File: config.mk
export PLATFORM = sky130hd
export DESIGN_NAME = descriptor_chain_free_list_flat
export DESIGN_NICKNAME = d
export VERILOG_FILES = /design/src/hw/rtl/dcfl_pkg.sv /design/src/hw/rtl/dcfl_if.sv /design/src/hw/rtl/dcfl_store.sv /design/src/hw/rtl/dcfl_walk.sv /design/src/hw/rtl/dcfl_out.sv /design/src/hw/rtl/descriptor_chain_free_list.sv /design/src/flat_wrapper.sv
export SDC_FILE = /design/constraint.sdc
export NUM_CORES = 2
export LEC_CHECK = 0
export ABC_AREA = 1
export BUFFER_PORTS_ARGS = -buffer_cell sky130_fd_sc_hd__buf_2
export CAP_MARGIN = 40
export CELL_PAD_IN_SITES_DETAIL_PLACEMENT = 1
export CELL_PAD_IN_SITES_GLOBAL_PLACEMENT = 1
export CORE_MARGIN = 10
export CORE_UTILIZATION = 58
export CTS_BUF_LIST = sky130_fd_sc_hd__clkbuf_8
export DETAILED_ROUTE_END_ITERATION = 12
export PLACE_DENSITY_LB_ADDON = 0.1
export SETUP_SLACK_MARGIN = 0.5
export SLEW_MARGIN = 20
export SYNTH_ARGS = -nofsm -noshare
export SYNTH_HDL_FRONTEND = slang
export SYNTH_SLANG_ARGS = --single-unit
export TNS_END_PERCENT = 1
File: constraint.sdc
create_clock -name clk -period 45.6 [get_ports clk]
set_clock_uncertainty 0.05 [all_clocks]
set_input_delay 2.28 -clock clk [delete_from_list [all_inputs] [get_ports clk]]
set_output_delay 2.28 -clock clk [all_outputs]
set_load 0.005 [all_outputs]
File: src/hw/rtl/dcfl_pkg.sv
// dcfl_pkg: shared constants, codes and types of the descriptor chain free list
// no dependencies; compiled first

package dcfl_pkg;

	localparam int QUEUE_DEPTH = 256;
	localparam int IDX_W       = $clog2(QUEUE_DEPTH);
	localparam int CNT_W       = IDX_W + 1;

	// command codes
	localparam logic CMD_ALLOC = 1'b0;
	localparam logic CMD_FREE  = 1'b1;

	// status codes
	localparam logic ST_OK    = 1'b0;
	localparam logic ST_SHORT = 1'b1;

	// one descriptor table entry: link mark and next link
	typedef struct packed {
		logic             mark;
		logic [IDX_W-1:0] link;
	} desc_entry_t;

	// access from the sequencer to the descriptor table
	typedef struct packed {
		logic             rd_en;
		logic [IDX_W-1:0] rd_addr;
		logic             wr_en;
		logic [IDX_W-1:0] wr_addr;
		desc_entry_t      wr_data;
	} store_req_t;

	// one response
	typedef struct packed {
		logic             status;
		logic [IDX_W-1:0] chain_head;
		logic [CNT_W-1:0] free_count;
	} rsp_t;

endpackage

File: src/hw/rtl/dcfl_if.sv
// dcfl_if: valid/ready channel interfaces for commands, responses and queue size writes
// depends on dcfl_pkg

interface dcfl_cmd_if;
	import dcfl_pkg::*;
	logic             valid;
	logic             ready;
	logic             command;
	logic [CNT_W-1:0] chain_length;
	logic [IDX_W-1:0] release_head;
	modport source (output valid, command, chain_length, release_head, input ready);
	modport sink   (input valid, command, chain_length, release_head, output ready);
endinterface

interface dcfl_rsp_if;
	import dcfl_pkg::*;
	logic             valid;
	logic             ready;
	logic             status;
	logic [IDX_W-1:0] chain_head;
	logic [CNT_W-1:0] free_count;
	modport source (output valid, status, chain_head, free_count, input ready);
	modport sink   (input valid, status, chain_head, free_count, output ready);
endinterface

interface dcfl_cfg_if;
	import dcfl_pkg::*;
	logic             valid;
	logic             ready;
	logic [CNT_W-1:0] data;
	modport source (output valid, data, input ready);
	modport sink   (input valid, data, output ready);
endinterface

File: src/hw/rtl/dcfl_store.sv
// dcfl_store: descriptor table memory with per-entry valid bits and same-entry bypass
// depends on dcfl_pkg

module dcfl_store (
	input  logic                    clk,
	input  logic                    arst_n,
	input  logic                    rebuild,
	input  logic [dcfl_pkg::CNT_W-1:0] qsize,
	input  dcfl_pkg::store_req_t    req,
	output dcfl_pkg::desc_entry_t   rdata
);
	import dcfl_pkg::*;

	desc_entry_t            mem [QUEUE_DEPTH];
	desc_entry_t            mem_q;
	logic [QUEUE_DEPTH-1:0] vld_q;
	logic                   hit_q;
	logic                   byp_q;
	desc_entry_t            byp_data_q;
	desc_entry_t            dflt_q;
	logic [CNT_W-1:0]       succ;
	desc_entry_t            dflt;

	// value of an entry not written since the last rebuild
	assign succ      = {1'b0, req.rd_addr} + CNT_W'(1);
	assign dflt.mark = 1'b0;
	assign dflt.link = (succ == qsize) ? '0 : succ[IDX_W-1:0];

	always_ff @(posedge clk) begin
		if (req.wr_en)
			mem[req.wr_addr] <= req.wr_data;
		if (req.rd_en)
			mem_q <= mem[req.rd_addr];
	end

	always_ff @(posedge clk) begin
		if (req.rd_en) begin
			byp_data_q <= req.wr_data;
			dflt_q     <= dflt;
		end
	end

	always_ff @(posedge clk or negedge arst_n) begin
		if (!arst_n) begin
			vld_q <= '0;
			hit_q <= 1'b0;
			byp_q <= 1'b0;
		end else begin
			if (req.rd_en) begin
				hit_q <= vld_q[req.rd_addr];
				byp_q <= req.wr_en && (req.wr_addr == req.rd_addr);
			end
			if (rebuild)
				vld_q <= '0;
			else if (req.wr_en)
				vld_q[req.wr_addr] <= 1'b1;
		end
	end

	assign rdata = byp_q ? byp_data_q : (hit_q ? mem_q : dflt_q);

endmodule

File: src/hw/rtl/dcfl_walk.sv
// dcfl_walk: command sequencer that walks the descriptor table, keeps head, count and size
// depends on dcfl_pkg and the channel interfaces

module dcfl_walk (
	input  logic                  clk,
	input  logic                  arst_n,
	dcfl_cmd_if.sink              cmd,
	dcfl_cfg_if.sink              cfg,
	output dcfl_pkg::store_req_t  sreq,
	output logic                  rebuild,
	output logic [dcfl_pkg::CNT_W-1:0] qsize,
	input  dcfl_pkg::desc_entry_t rdata,
	output logic                  res_valid,
	input  logic                  res_ready,
	output dcfl_pkg::rsp_t        res
);
	import dcfl_pkg::*;

	localparam logic [1:0] S_IDLE = 2'd0;
	localparam logic [1:0] S_WALK = 2'd1;
	localparam logic [1:0] S_DONE = 2'd2;

	logic [1:0]       state_q;
	logic [CNT_W-1:0] qsize_q;
	logic [IDX_W-1:0] head_q;
	logic [CNT_W-1:0] free_q;
	logic             op_q;
	logic [IDX_W-1:0] cur_q;
	logic [IDX_W-1:0] start_q;
	logic [CNT_W-1:0] len_q;
	logic [CNT_W-1:0] cnt_q;
	rsp_t             res_q;

	logic             accept;
	logic [CNT_W-1:0] size_new;
	logic [CNT_W-1:0] cnt_inc;
	logic [CNT_W:0]   sum;
	logic [CNT_W-1:0] sum_sat;
	logic             more;

	assign accept    = cmd.valid && cmd.ready;
	assign cmd.ready = (state_q == S_IDLE);
	assign cfg.ready = 1'b1;
	assign rebuild   = cfg.valid;
	assign qsize     = qsize_q;
	assign res_valid = (state_q == S_DONE);
	assign res       = res_q;

	// out-of-range sizes fold into 1..QUEUE_DEPTH
	always_comb begin
		size_new = cfg.data;
		if (cfg.data == '0)
			size_new = CNT_W'(1);
		else if (cfg.data > CNT_W'(QUEUE_DEPTH))
			size_new = CNT_W'(QUEUE_DEPTH);
	end

	assign cnt_inc = cnt_q + CNT_W'(1);
	assign sum     = {1'b0, free_q} + {1'b0, cnt_q};
	assign sum_sat = (sum > {1'b0, qsize_q}) ? qsize_q : sum[CNT_W-1:0];
	// free walk continues while the mark is set and the size bound is not hit
	assign more    = rdata.mark && (cnt_q < qsize_q);

	always_comb begin
		sreq = '0;
		if (state_q == S_IDLE && accept) begin
			if (cmd.command == CMD_ALLOC) begin
				sreq.rd_en   = (cmd.chain_length != '0) && (free_q >= cmd.chain_length);
				sreq.rd_addr = head_q;
			end else begin
				sreq.rd_en   = ({1'b0, cmd.release_head} < qsize_q);
				sreq.rd_addr = cmd.release_head;
			end
		end else if (state_q == S_WALK) begin
			sreq.wr_addr = cur_q;
			sreq.rd_addr = rdata.link;
			if (op_q == CMD_ALLOC) begin
				sreq.wr_en        = 1'b1;
				sreq.wr_data.mark = (cnt_inc < len_q);
				sreq.wr_data.link = rdata.link;
				sreq.rd_en        = (cnt_inc != len_q);
			end else if (more) begin
				sreq.rd_en = 1'b1;
			end else begin
				sreq.wr_en        = 1'b1;
				sreq.wr_data.mark = rdata.mark;
				sreq.wr_data.link = head_q;
			end
		end
	end

	always_ff @(posedge clk) begin
		case (state_q)
			S_IDLE: begin
				if (accept) begin
					op_q             <= cmd.command;
					len_q            <= cmd.chain_length;
					res_q.free_count <= free_q;
					if (cmd.command == CMD_ALLOC) begin
						cur_q   <= head_q;
						start_q <= head_q;
						cnt_q   <= '0;
						if (free_q < cmd.chain_length) begin
							res_q.status     <= ST_SHORT;
							res_q.chain_head <= '0;
						end else begin
							res_q.status     <= ST_OK;
							res_q.chain_head <= head_q;
						end
					end else begin
						cur_q            <= cmd.release_head;
						start_q          <= cmd.release_head;
						cnt_q            <= CNT_W'(1);
						res_q.status     <= ST_OK;
						res_q.chain_head <= '0;
					end
				end
			end
			S_WALK: begin
				cur_q <= rdata.link;
				cnt_q <= cnt_inc;
				if (op_q == CMD_ALLOC)
					res_q.free_count <= free_q - len_q;
				else
					res_q.free_count <= sum_sat;
			end
			default: begin
			end
		endcase
	end

	always_ff @(posedge clk or negedge arst_n) begin
		if (!arst_n) begin
			state_q <= S_IDLE;
			qsize_q <= CNT_W'(QUEUE_DEPTH);
			head_q  <= '0;
			free_q  <= CNT_W'(QUEUE_DEPTH);
		end else begin
			if (cfg.valid) begin
				qsize_q <= size_new;
				head_q  <= '0;
				free_q  <= size_new;
			end
			case (state_q)
				S_IDLE: begin
					if (accept)
						state_q <= sreq.rd_en ? S_WALK : S_DONE;
				end
				S_WALK: begin
					if (op_q == CMD_ALLOC) begin
						if (cnt_inc == len_q) begin
							head_q  <= rdata.link;
							free_q  <= free_q - len_q;
							state_q <= S_DONE;
						end
					end else if (!more) begin
						head_q  <= start_q;
						free_q  <= sum_sat;
						state_q <= S_DONE;
					end
				end
				S_DONE: begin
					if (res_ready)
						state_q <= S_IDLE;
				end
				default: state_q <= S_IDLE;
			endcase
		end
	end

endmodule

File: src/hw/rtl/dcfl_out.sv
// dcfl_out: response output register between the sequencer and the response channel
// depends on dcfl_pkg and dcfl_rsp_if

module dcfl_out (
	input  logic           clk,
	input  logic           arst_n,
	input  logic           res_valid,
	output logic           res_ready,
	input  dcfl_pkg::rsp_t res,
	dcfl_rsp_if.source     rsp
);
	import dcfl_pkg::*;

	logic valid_q;
	rsp_t data_q;

	assign res_ready = !valid_q || rsp.ready;

	always_ff @(posedge clk or negedge arst_n) begin
		if (!arst_n)
			valid_q <= 1'b0;
		else if (res_ready)
			valid_q <= res_valid;
	end

	always_ff @(posedge clk) begin
		if (res_ready && res_valid)
			data_q <= res;
	end

	assign rsp.valid      = valid_q;
	assign rsp.status     = data_q.status;
	assign rsp.chain_head = data_q.chain_head;
	assign rsp.free_count = data_q.free_count;

endmodule

File: src/hw/rtl/descriptor_chain_free_list.sv
// descriptor_chain_free_list: linked free list of queue descriptors, allocate and free chains
// a request is accepted, its descriptors are read from the table one by one, and the response
// is handed to the output register; the next request is taken only after that handoff
// a stalled response holds the output register and delays the next request
// a queue size write rebuilds the list; asynchronous reset does the same with 256
// depends on dcfl_pkg, the channel interfaces, dcfl_store, dcfl_walk and dcfl_out

module descriptor_chain_free_list (
	input  logic     clk,
	input  logic     arst_n,
	dcfl_cmd_if.sink cmd,
	dcfl_cfg_if.sink cfg,
	dcfl_rsp_if.source rsp
);
	import dcfl_pkg::*;

	store_req_t       sreq;
	desc_entry_t      rdata;
	logic             rebuild;
	logic [CNT_W-1:0] qsize;
	logic             res_valid;
	logic             res_ready;
	rsp_t             res;

	dcfl_store u_store (
		.clk     (clk),
		.arst_n  (arst_n),
		.rebuild (rebuild),
		.qsize   (qsize),
		.req     (sreq),
		.rdata   (rdata)
	);

	dcfl_walk u_walk (
		.clk       (clk),
		.arst_n    (arst_n),
		.cmd       (cmd),
		.cfg       (cfg),
		.sreq      (sreq),
		.rebuild   (rebuild),
		.qsize     (qsize),
		.rdata     (rdata),
		.res_valid (res_valid),
		.res_ready (res_ready),
		.res       (res)
	);

	dcfl_out u_out (
		.clk       (clk),
		.arst_n    (arst_n),
		.res_valid (res_valid),
		.res_ready (res_ready),
		.res       (res),
		.rsp       (rsp)
	);

endmodule

File: src/flat_wrapper.sv
// flat-port wrapper written by rule: the top's interface ports become plain ports
module descriptor_chain_free_list_flat import dcfl_pkg::*;
  (clk, arst_n, cmd_valid, cmd_command, cmd_chain_length, cmd_release_head, cmd_ready, cfg_valid, cfg_data, cfg_ready, rsp_valid, rsp_status, rsp_chain_head, rsp_free_count, rsp_ready);
  dcfl_cmd_if cmd_i ();
  dcfl_cfg_if cfg_i ();
  dcfl_rsp_if rsp_i ();
  input  logic clk;
  input  logic arst_n;
  input wire logic [$bits(cmd_i.valid)-1:0] cmd_valid;
  input wire logic [$bits(cmd_i.command)-1:0] cmd_command;
  input wire logic [$bits(cmd_i.chain_length)-1:0] cmd_chain_length;
  input wire logic [$bits(cmd_i.release_head)-1:0] cmd_release_head;
  output wire logic [$bits(cmd_i.ready)-1:0] cmd_ready;
  input wire logic [$bits(cfg_i.valid)-1:0] cfg_valid;
  input wire logic [$bits(cfg_i.data)-1:0] cfg_data;
  output wire logic [$bits(cfg_i.ready)-1:0] cfg_ready;
  output wire logic [$bits(rsp_i.valid)-1:0] rsp_valid;
  output wire logic [$bits(rsp_i.status)-1:0] rsp_status;
  output wire logic [$bits(rsp_i.chain_head)-1:0] rsp_chain_head;
  output wire logic [$bits(rsp_i.free_count)-1:0] rsp_free_count;
  input wire logic [$bits(rsp_i.ready)-1:0] rsp_ready;
  assign cmd_i.valid = cmd_valid;
  assign cmd_i.command = cmd_command;
  assign cmd_i.chain_length = cmd_chain_length;
  assign cmd_i.release_head = cmd_release_head;
  assign cmd_ready = cmd_i.ready;
  assign cfg_i.valid = cfg_valid;
  assign cfg_i.data = cfg_data;
  assign cfg_ready = cfg_i.ready;
  assign rsp_valid = rsp_i.valid;
  assign rsp_status = rsp_i.status;
  assign rsp_chain_head = rsp_i.chain_head;
  assign rsp_free_count = rsp_i.free_count;
  assign rsp_i.ready = rsp_ready;
  descriptor_chain_free_list u_core (.clk(clk), .arst_n(arst_n), .cmd(cmd_i), .cfg(cfg_i), .rsp(rsp_i));
endmodule
### Word-level counts from Yosys, hierarchy flattened

Memories as Yosys holds them, arrays and structs flattened. A register that Yosys moved wholly into a read port is not among the register bits.
Index checks and enable logic that the tools add are counted.

| storage, ports and cells | value |
|---|---|
| flip-flop bits (word level) | 375 |
| bits in latches | 0 |
| bits in writable memories | 2304 |
| ROM bits | 0 |
| input port bits | 32 |
| output and inout port bits | 21 |
| logic and storage cells | 116 |
| memories kept | 1 |

Memories:

| name | words | width | read ports | clocked after Yosys merged registers in | wr ports | RTL line | text |
|---|---|---|---|---|---|---|---|
| u_core.u_store.mem | 256 | 9 | 1 | 1 | 1 | dcfl_store.sv:14 | `desc_entry_t mem [QUEUE_DEPTH];` |

| cells by class | value |
|---|---|
| add/subtract/negate cells | 4 |
| multiply operators | 0 |
| divide/modulo/power cells | 0 |
| $lt $le $gt $ge | 10 |
| equality and inequality tests | 10 |
| shift operators | 0 |
| muxes and demuxes | 50 |
| bitwise logic cells | 1 |
| reductions and logical operators | 18 |

Operators by type and width:

| kind | number |
|---|---|
| 256-bit two-way mux | 2 |
| 256-bit OR | 1 |
| 9-bit two-way mux | 18 |
| 8-bit two-way mux | 7 |
| 9-bit case mux with 2 select lines | 2 |
| 9-bit less-than comparator | 3 |
| 27-bit two-way mux | 1 |
| 9-bit equality test | 2 |
| 8-bit by 9-bit less-than comparator with 1-bit output (second input constant) | 2 |
| 18-bit two-way mux | 1 |
| 8-bit case mux with 2 select lines | 1 |
| 2-bit two-way mux | 6 |
| 9-bit by 9-bit adder with 10-bit output | 1 |
| 10-bit by 9-bit > comparator with 1-bit output | 1 |
| 8-bit by 1-bit adder with 9-bit output (second input constant) | 1 |
| 9-bit by 1-bit adder with 9-bit output (second input constant) | 1 |
| 9-bit >= comparator | 1 |
| 9-bit > comparator (second input constant) | 1 |
| 9-bit logical NOT | 1 |
| 8-bit by 9-bit less-than comparator with 1-bit output | 1 |
| 1-bit two-way mux | 9 |
| 9-bit inequality test | 1 |
| 9-bit nonzero test | 1 |
| 9-bit subtractor | 1 |
| 18 further kinds | 27 |

### Logic depth before layout (Yosys ltp)

| logic depth | value |
|---|---|
| word-level depth | 14 |
| gate-level depth with buffers | 23 |

### Hierarchy

From an unflattened synthesis, not the netlist that was laid out.

| second synthesis, totals | value |
|---|---|
| cell total of the unflattened synthesis | 9818 |
| area total of the unflattened synthesis | 111979.9 um^2 |

By module, submodules not included:

| module | instances | cells each | area an instance (um^2) | seq. area each (um^2) |
|---|---|---|---|---|
| dcfl_store | 1 | 8923 | 104980.7 | 76423.3 |
| dcfl_walk | 1 | 871 | 6413.7 | 2294.7 |
| dcfl_out | 1 | 24 | 585.6 | 565.5 |

### Worst setup path after synthesis

Ideal clock, no wire load.

| timing path | value |
|---|---|
| path kind | reg2reg |
| start point | reg u_core.u_walk.qsize_q[8] (netlist: u_core.u_walk.qsize[8]) |
| end point | reg u_core.u_store.byp_data_q[0] (netlist name), data pin |
| arrival time | 12268 ps |
| data required time | 43274 ps |
| setup slack | 31006 ps |
| stages on the path, launching flop included | 11 |
| path buffers | 1 |
| clock period less this slack | 14594 ps |
| cells stage by stage | dfstp_2 > inv_1 > ha_1 > nand2_1 > nor2_1 > o211ai_1 > o2111ai_1 > or2_2 > nand2_1 > clkbuf_1 > o32ai_1 |

RTL lines:

| item | RTL line | text |
|---|---|---|
| start: declaration | dcfl_walk.sv:24 | `logic [CNT_W-1:0] qsize_q;` |
| start signal: assignment | dcfl_walk.sv:135 | `qsize_q <= CNT_W'(QUEUE_DEPTH);` |
| start signal: assignment | dcfl_walk.sv:140 | `qsize_q <= size_new;` |
| end signal: assignment | dcfl_store.sv:38 | `byp_data_q <= req.wr_data;` |
| end: declaration | dcfl_store.sv:19 | `desc_entry_t byp_data_q;` |

### Worst setup path in the final report

| timing path | value |
|---|---|
| start point | in cmd_valid |
| end point | reg, netlist name u_core.u_store.mem_q[6] |

| on the way | value |
|---|---|
| longest elaborated chain between the ends | 3 |

RTL lines:

| item | RTL line | text |
|---|---|---|
| start: declaration | flat_wrapper.sv:9 | `input wire logic [$bits(cmd_i.valid)-1:0] cmd_valid;` |
| 1-bit logical AND | dcfl_walk.sv:41 | `assign accept = cmd.valid && cmd.ready;` |
| 1-bit logical AND | dcfl_walk.sv:66 | `if (state_q == S_IDLE && accept) begin` |
| 9-bit two-way mux | dcfl_walk.sv:66 |  |

Every way passes these cells.
A chain may end at the register's enable or synchronous reset.

==> impl.org <==
** Critical path
- At the worst endpoint, the required time is 46.42 ns.
- Worst reg2reg path endpoint :: u_core.u_store.mem_q[6]
- Worst Setup Start Kind :: input pin
- CP dominant cell by count :: nand2_1
- The slowest stage of the critical path belongs to the cell buf_4.
- The worst register-to-register path begins at u_core.u_walk.state_q[1].
- The critical path is of the input pin to flip-flop type.
- The most critical setup path has its startpoint at cmd_valid.
- On the worst path, the slowest cell contributes a delay of 0.79 ns.
- Number of cells on the worst reg-to-reg path :: 24
- Critical path data arrival time :: 8.65 ns
- Worst Path Max Fanout :: 231
- Cells traversed along the worst timing path :: buf_2 -> inv_1 -> nor2_4 -> buf_4 -> nand2_8 -> nand2_8 -> buf_16 -> buf_12 -> buf_4 -> buf_4 -> buf_16 -> buf_4 -> buf_16 -> nand2_1 -> o21ai_1 -> o22ai_1 -> nand2_1 -> nand3_1 -> nand3_1 -> nand3_1 -> nand3_1 -> nand2_1 -> nand2_1 -> nand2_1
- For flop-to-flop paths, the worst setup slack is 38.49 ns.
- Capture point of the critical path :: u_core.u_store.mem_q[6]
- STA classifies the critical path endpoint as a flip-flop.

** Global route
- Global routing finished with a remaining overflow of 0.
- Via count of the first global-routing pass :: 88,598
- Wire length of the first global-routing pass :: 569,000 µm
- Across every metal layer, demand over resource in global routing totals 0.356.
- Antenna violations before repair :: 11
- Entering global routing, the biggest net connects 232 pins.

** CTS
- Inserted Clock Buffers :: 446
- Clock Sinks :: 2,688
- After clock tree synthesis, the flow added hold-fix buffers numbering 0.
- H-tree levels :: 5
- Clock tree synthesis selected as its root buffer the cell clkbuf_8.
- Worst skew pair latency :: 1.16 ns
- Clock transition at the registers of the reported paths :: 0.07 ns
- Buffer depth of the longest clock path :: 4
- Buffers added to address setup during post-CTS repair amount to 0.
- Post-cts sizing count :: 0
- TritonCTS built the clock tree.

** Synthesis
- Synthesis handed over a netlist of 10,054 instances.
- Among all flip-flop cells after synthesis, the most frequent one is edfxtp_1.
- During synthesis, Yosys emitted a total of 0 warnings.
- Sequential fraction of the synthesis area :: 0.699
- Of all flip-flops after synthesis, the portion carrying an async set or reset was 0.107.
- Mapped Avg Cell Area :: 11.3 µm²
- Post-synth EDFFs :: 2,401
- Synth Cell Area :: 113,000 µm²
- The number of nets handed over by synthesis was 10,149.
- Number of distinct library cell variants in the gate-level netlist after synthesis :: 55
- Synth Register Bits :: 2,688

** Timing
- RSZ-0062 raised after global routing :: false
- Pins Over Slew Limit :: 0
- Headroom to the max-slew limit came out at 0.0214.
- Setup tns final :: 0 ns
- The worst path in the final design needs a cycle of 7.83 ns, including I/O delays and setup.
- Setup violations remaining at the end of the flow were counted as 0.
- For the pin with the worst max-slew slack, the measured transition is 1.47 ns.
- The final hold violation count came to 0.
- Highest Clock Rate :: 128 MHz
- Final cycle utilization of the critical path :: 0.172

** Routing
- Total length of routed wires :: 389,000 µm
- Wire length per cell :: 29.2 µm
- Via-to-Cell Ratio :: 6.38
- Remaining DRCs :: 0
- Once detail routing completed, the nets flagged for antenna violations numbered 0.
- Iteration count of the initial detailed-routing pass :: 6
- Total vias in the final route :: 84,978
- 1st-iter DRT viols :: 10,550

** Die
- Count of standard-cell rows :: 162
- Horizontal die dimension :: 462 µm
- From bottom edge to top edge, the die measures 462 µm.
- Core region area :: 195,000 µm²
- # IOs :: 53
- Die Footprint :: 214,000 µm²
- For this configuration, the core starts out at a cell density of 0.582.

** Power
- Power density over the cells :: 58.7 nW/µm²
- Worst supply voltage drop on vdd :: 0.0000471 V
- For this design the static power due to leakage is 48.8 nW.

** Placement
- GPL Wtd Cong :: 0.872
- HPWL after detailed placement :: 227,000 µm
- # port buffers :: 51
- Including well taps, the total number of placed cells is 12,447.

** Job
- Across the run, the number of max-cap violations was 0.

** Hold path
- Tightest Hold Check Type :: flip-flop to flip-flop
- Hold Path Cell Cnt :: 0
- Start point of the worst hold path :: u_core.u_walk.res[5]

** Cells and area
- The finished layout holds 13,318 standard cells, fillers aside.
- The final layout contains 10,416 nets.
- From synthesis to final layout, the design area changed by 12.0%.
- Fraction of final layout cells with drive strength greater than 1 :: 0.103

** Status
- Result of the run :: finished clean
-- stage by stage --
| stage | setup WS, ns | hold slack, ns | area [µm²] | total power [mW] | util |
|---|---|---|---|---|---|
| floorplan | 31.01 | 0.350 | 113000 | 4.41 | - |
| global placement | 36.65 | 0.353 | 116000 | 5.19 | 0.593 |
| detailed placement | 36.44 | 0.356 | 118000 | 5.32 | 0.605 |
| CTS | 37.61 | 0.368 | 126000 | 7.36 | 0.648 |
| global route | 37.54 | 0.374 | 127000 | 7.73 | 0.652 |
| finish | 37.77 | 0.364 | 127000 | 7.46 | 0.652 |
-- cells in the final DEF (no fill, tap or decap), types with 8 or more instances in the layout --
master,instances
clkinv_1,96
buf_12,30
edfxtp_1,2401
o211ai_1,62
clkbuf_8,496
dfrtp_1,285
o21ai_1,472
a21oi_1,157
clkinv_2,50
buf_16,29
inv_1,890
diode_2,11
o21a_1,261
nand3_1,997
buf_2,50
ha_1,61
buf_4,323
or2_2,8
nor2_1,714
nand3b_1,79
bufinv_16,11
xor2_1,26
o22ai_1,344
buf_8,8
o21ai_0,500
inv_2,13
buf_6,23
nor2_2,20
nand2_1,2169
-- cell type report --
| cell class | count | area, µm² |
|---|---|---|
| fillers | 19748 | 67700 |
| clock buffers | 496 | 6830 |
| multi-input cells | 5961 | 28700 |
| repair buffers | 463 | 4450 |
| well taps | 2624 | 3280 |
| diodes | 11 | 27.5 |
| inverters | 761 | 2890 |
| flip-flops and latches | 2688 | 79300 |
| clock inverters | 314 | 1580 |
-- layer usage --
| layer | global-route usage | wire length [µm] | part of all wire | vias to the layer above |
|---|---|---|---|---|
| met4 | 0.192 | 21800 | 0.056 | 12 |
| met3 | 0.0781 | 37600 | 0.097 | 1139 |
| met2 | 0.570 | 185000 | 0.48 | 4962 |
| met1 | 0.455 | 144000 | 0.37 | 43119 |
| li1 | - | - | - | 35746 |
| met5 | 0 | 75 | 0.00019 | - |
-- Yosys cell counts (all sizes together) (3+ instances only) --
master / instances / share of area
edfxtp: 2401 / 0.64
nand2: 2178 / 0.072
nand3: 999 / 0.044
o21ai: 974 / 0.043
inv: 761 / 0.025
nor2: 736 / 0.024
o22ai: 344 / 0.019
buf: 325 / 0.015
clkbuf: 319 / 0.011
dfrtp: 285 / 0.063
o21a: 261 / 0.017
a21oi: 158 / 0.0070
nand3b: 79 / 0.0052
o211ai: 62 / 0.0041
ha: 61 / 0.0067
xor2: 27 / 0.0022
or2: 14 / 0.00077
a22oi: 7 / 0.00046
o32ai: 7 / 0.00054
a31oi: 6 / 0.00033
nor3: 6 / 0.00031
a21o: 5 / 0.00033
nor4: 5 / 0.00028
a211oi: 4 / 0.00026
nand4: 4 / 0.00022
xnor2: 4 / 0.00031
a21boi: 3 / 0.00020
-- worst min path at each step --
| stage | end | slack (ns) |
|---|---|---|
| 2_1_floorplan | u_core.u_out.rsp.chain_head[0] | 0.35 |
| 3_3_place_gp | u_core.u_out.rsp.free_count[8] | 0.35 |
| 3_5_place_dp | u_core.u_out.rsp.free_count[6] | 0.36 |
| 4_1_cts | u_core.u_out.rsp.chain_head[5] | 0.37 |
| 5_1_grt | u_core.u_out.rsp.chain_head[5] | 0.37 |
| 6_report | u_core.u_out.rsp.free_count[5] | 0.36 |
-- state kept, by name, summed over array words and instances (netlist names), 2 cells and up --
register	count
u_core.u_walk.cnt_q	9
u_core.u_store.dflt_q	8
u_core.u_walk.free_q	9
u_core.u_store.mem	2304
u_core.u_out.rsp.free_count	9
u_core.u_walk.cur_q	8
u_core.u_walk.start_q	8
u_core.u_walk.res	18
u_core.u_out.rsp.chain_head	8
u_core.u_walk.len_q	9
u_core.u_walk.head_q	8
u_core.u_store.mem_q	9
u_core.u_walk.qsize	9
u_core.u_store.byp_data_q	9
u_core.u_store.vld_q	256
u_core.u_walk.state_q	2
-- where the power goes --
part / total (mW) / switching, mW / leakage, nW / internal (mW)
Combinational: 2.52 / 1.89 / 17.8 / 0.621
Clock: 2.05 / 0.997 / 4.89 / 1.05
Sequential: 2.89 / 0.0484 / 26.2 / 2.85
Total: 7.46 / 2.94 / 48.8 / 4.52
-- logic make-up after synthesis --
logic type,share of synthesized area
fa+ha+maj,0.00708
flops,0.699
buf+inv,0.0505
xor+xnor,0.00246
simple gates,0.148
other cells,0.0000331
compound gates,0.0934
-- worst max-delay path, delay by kind of cell --
family / cells / cell delay (ns)
compound gates: 2 / 0.20
buf+inv: 10 / 3.77
simple gates: 12 / 1.96
Power figures use the tool's default switching activity.
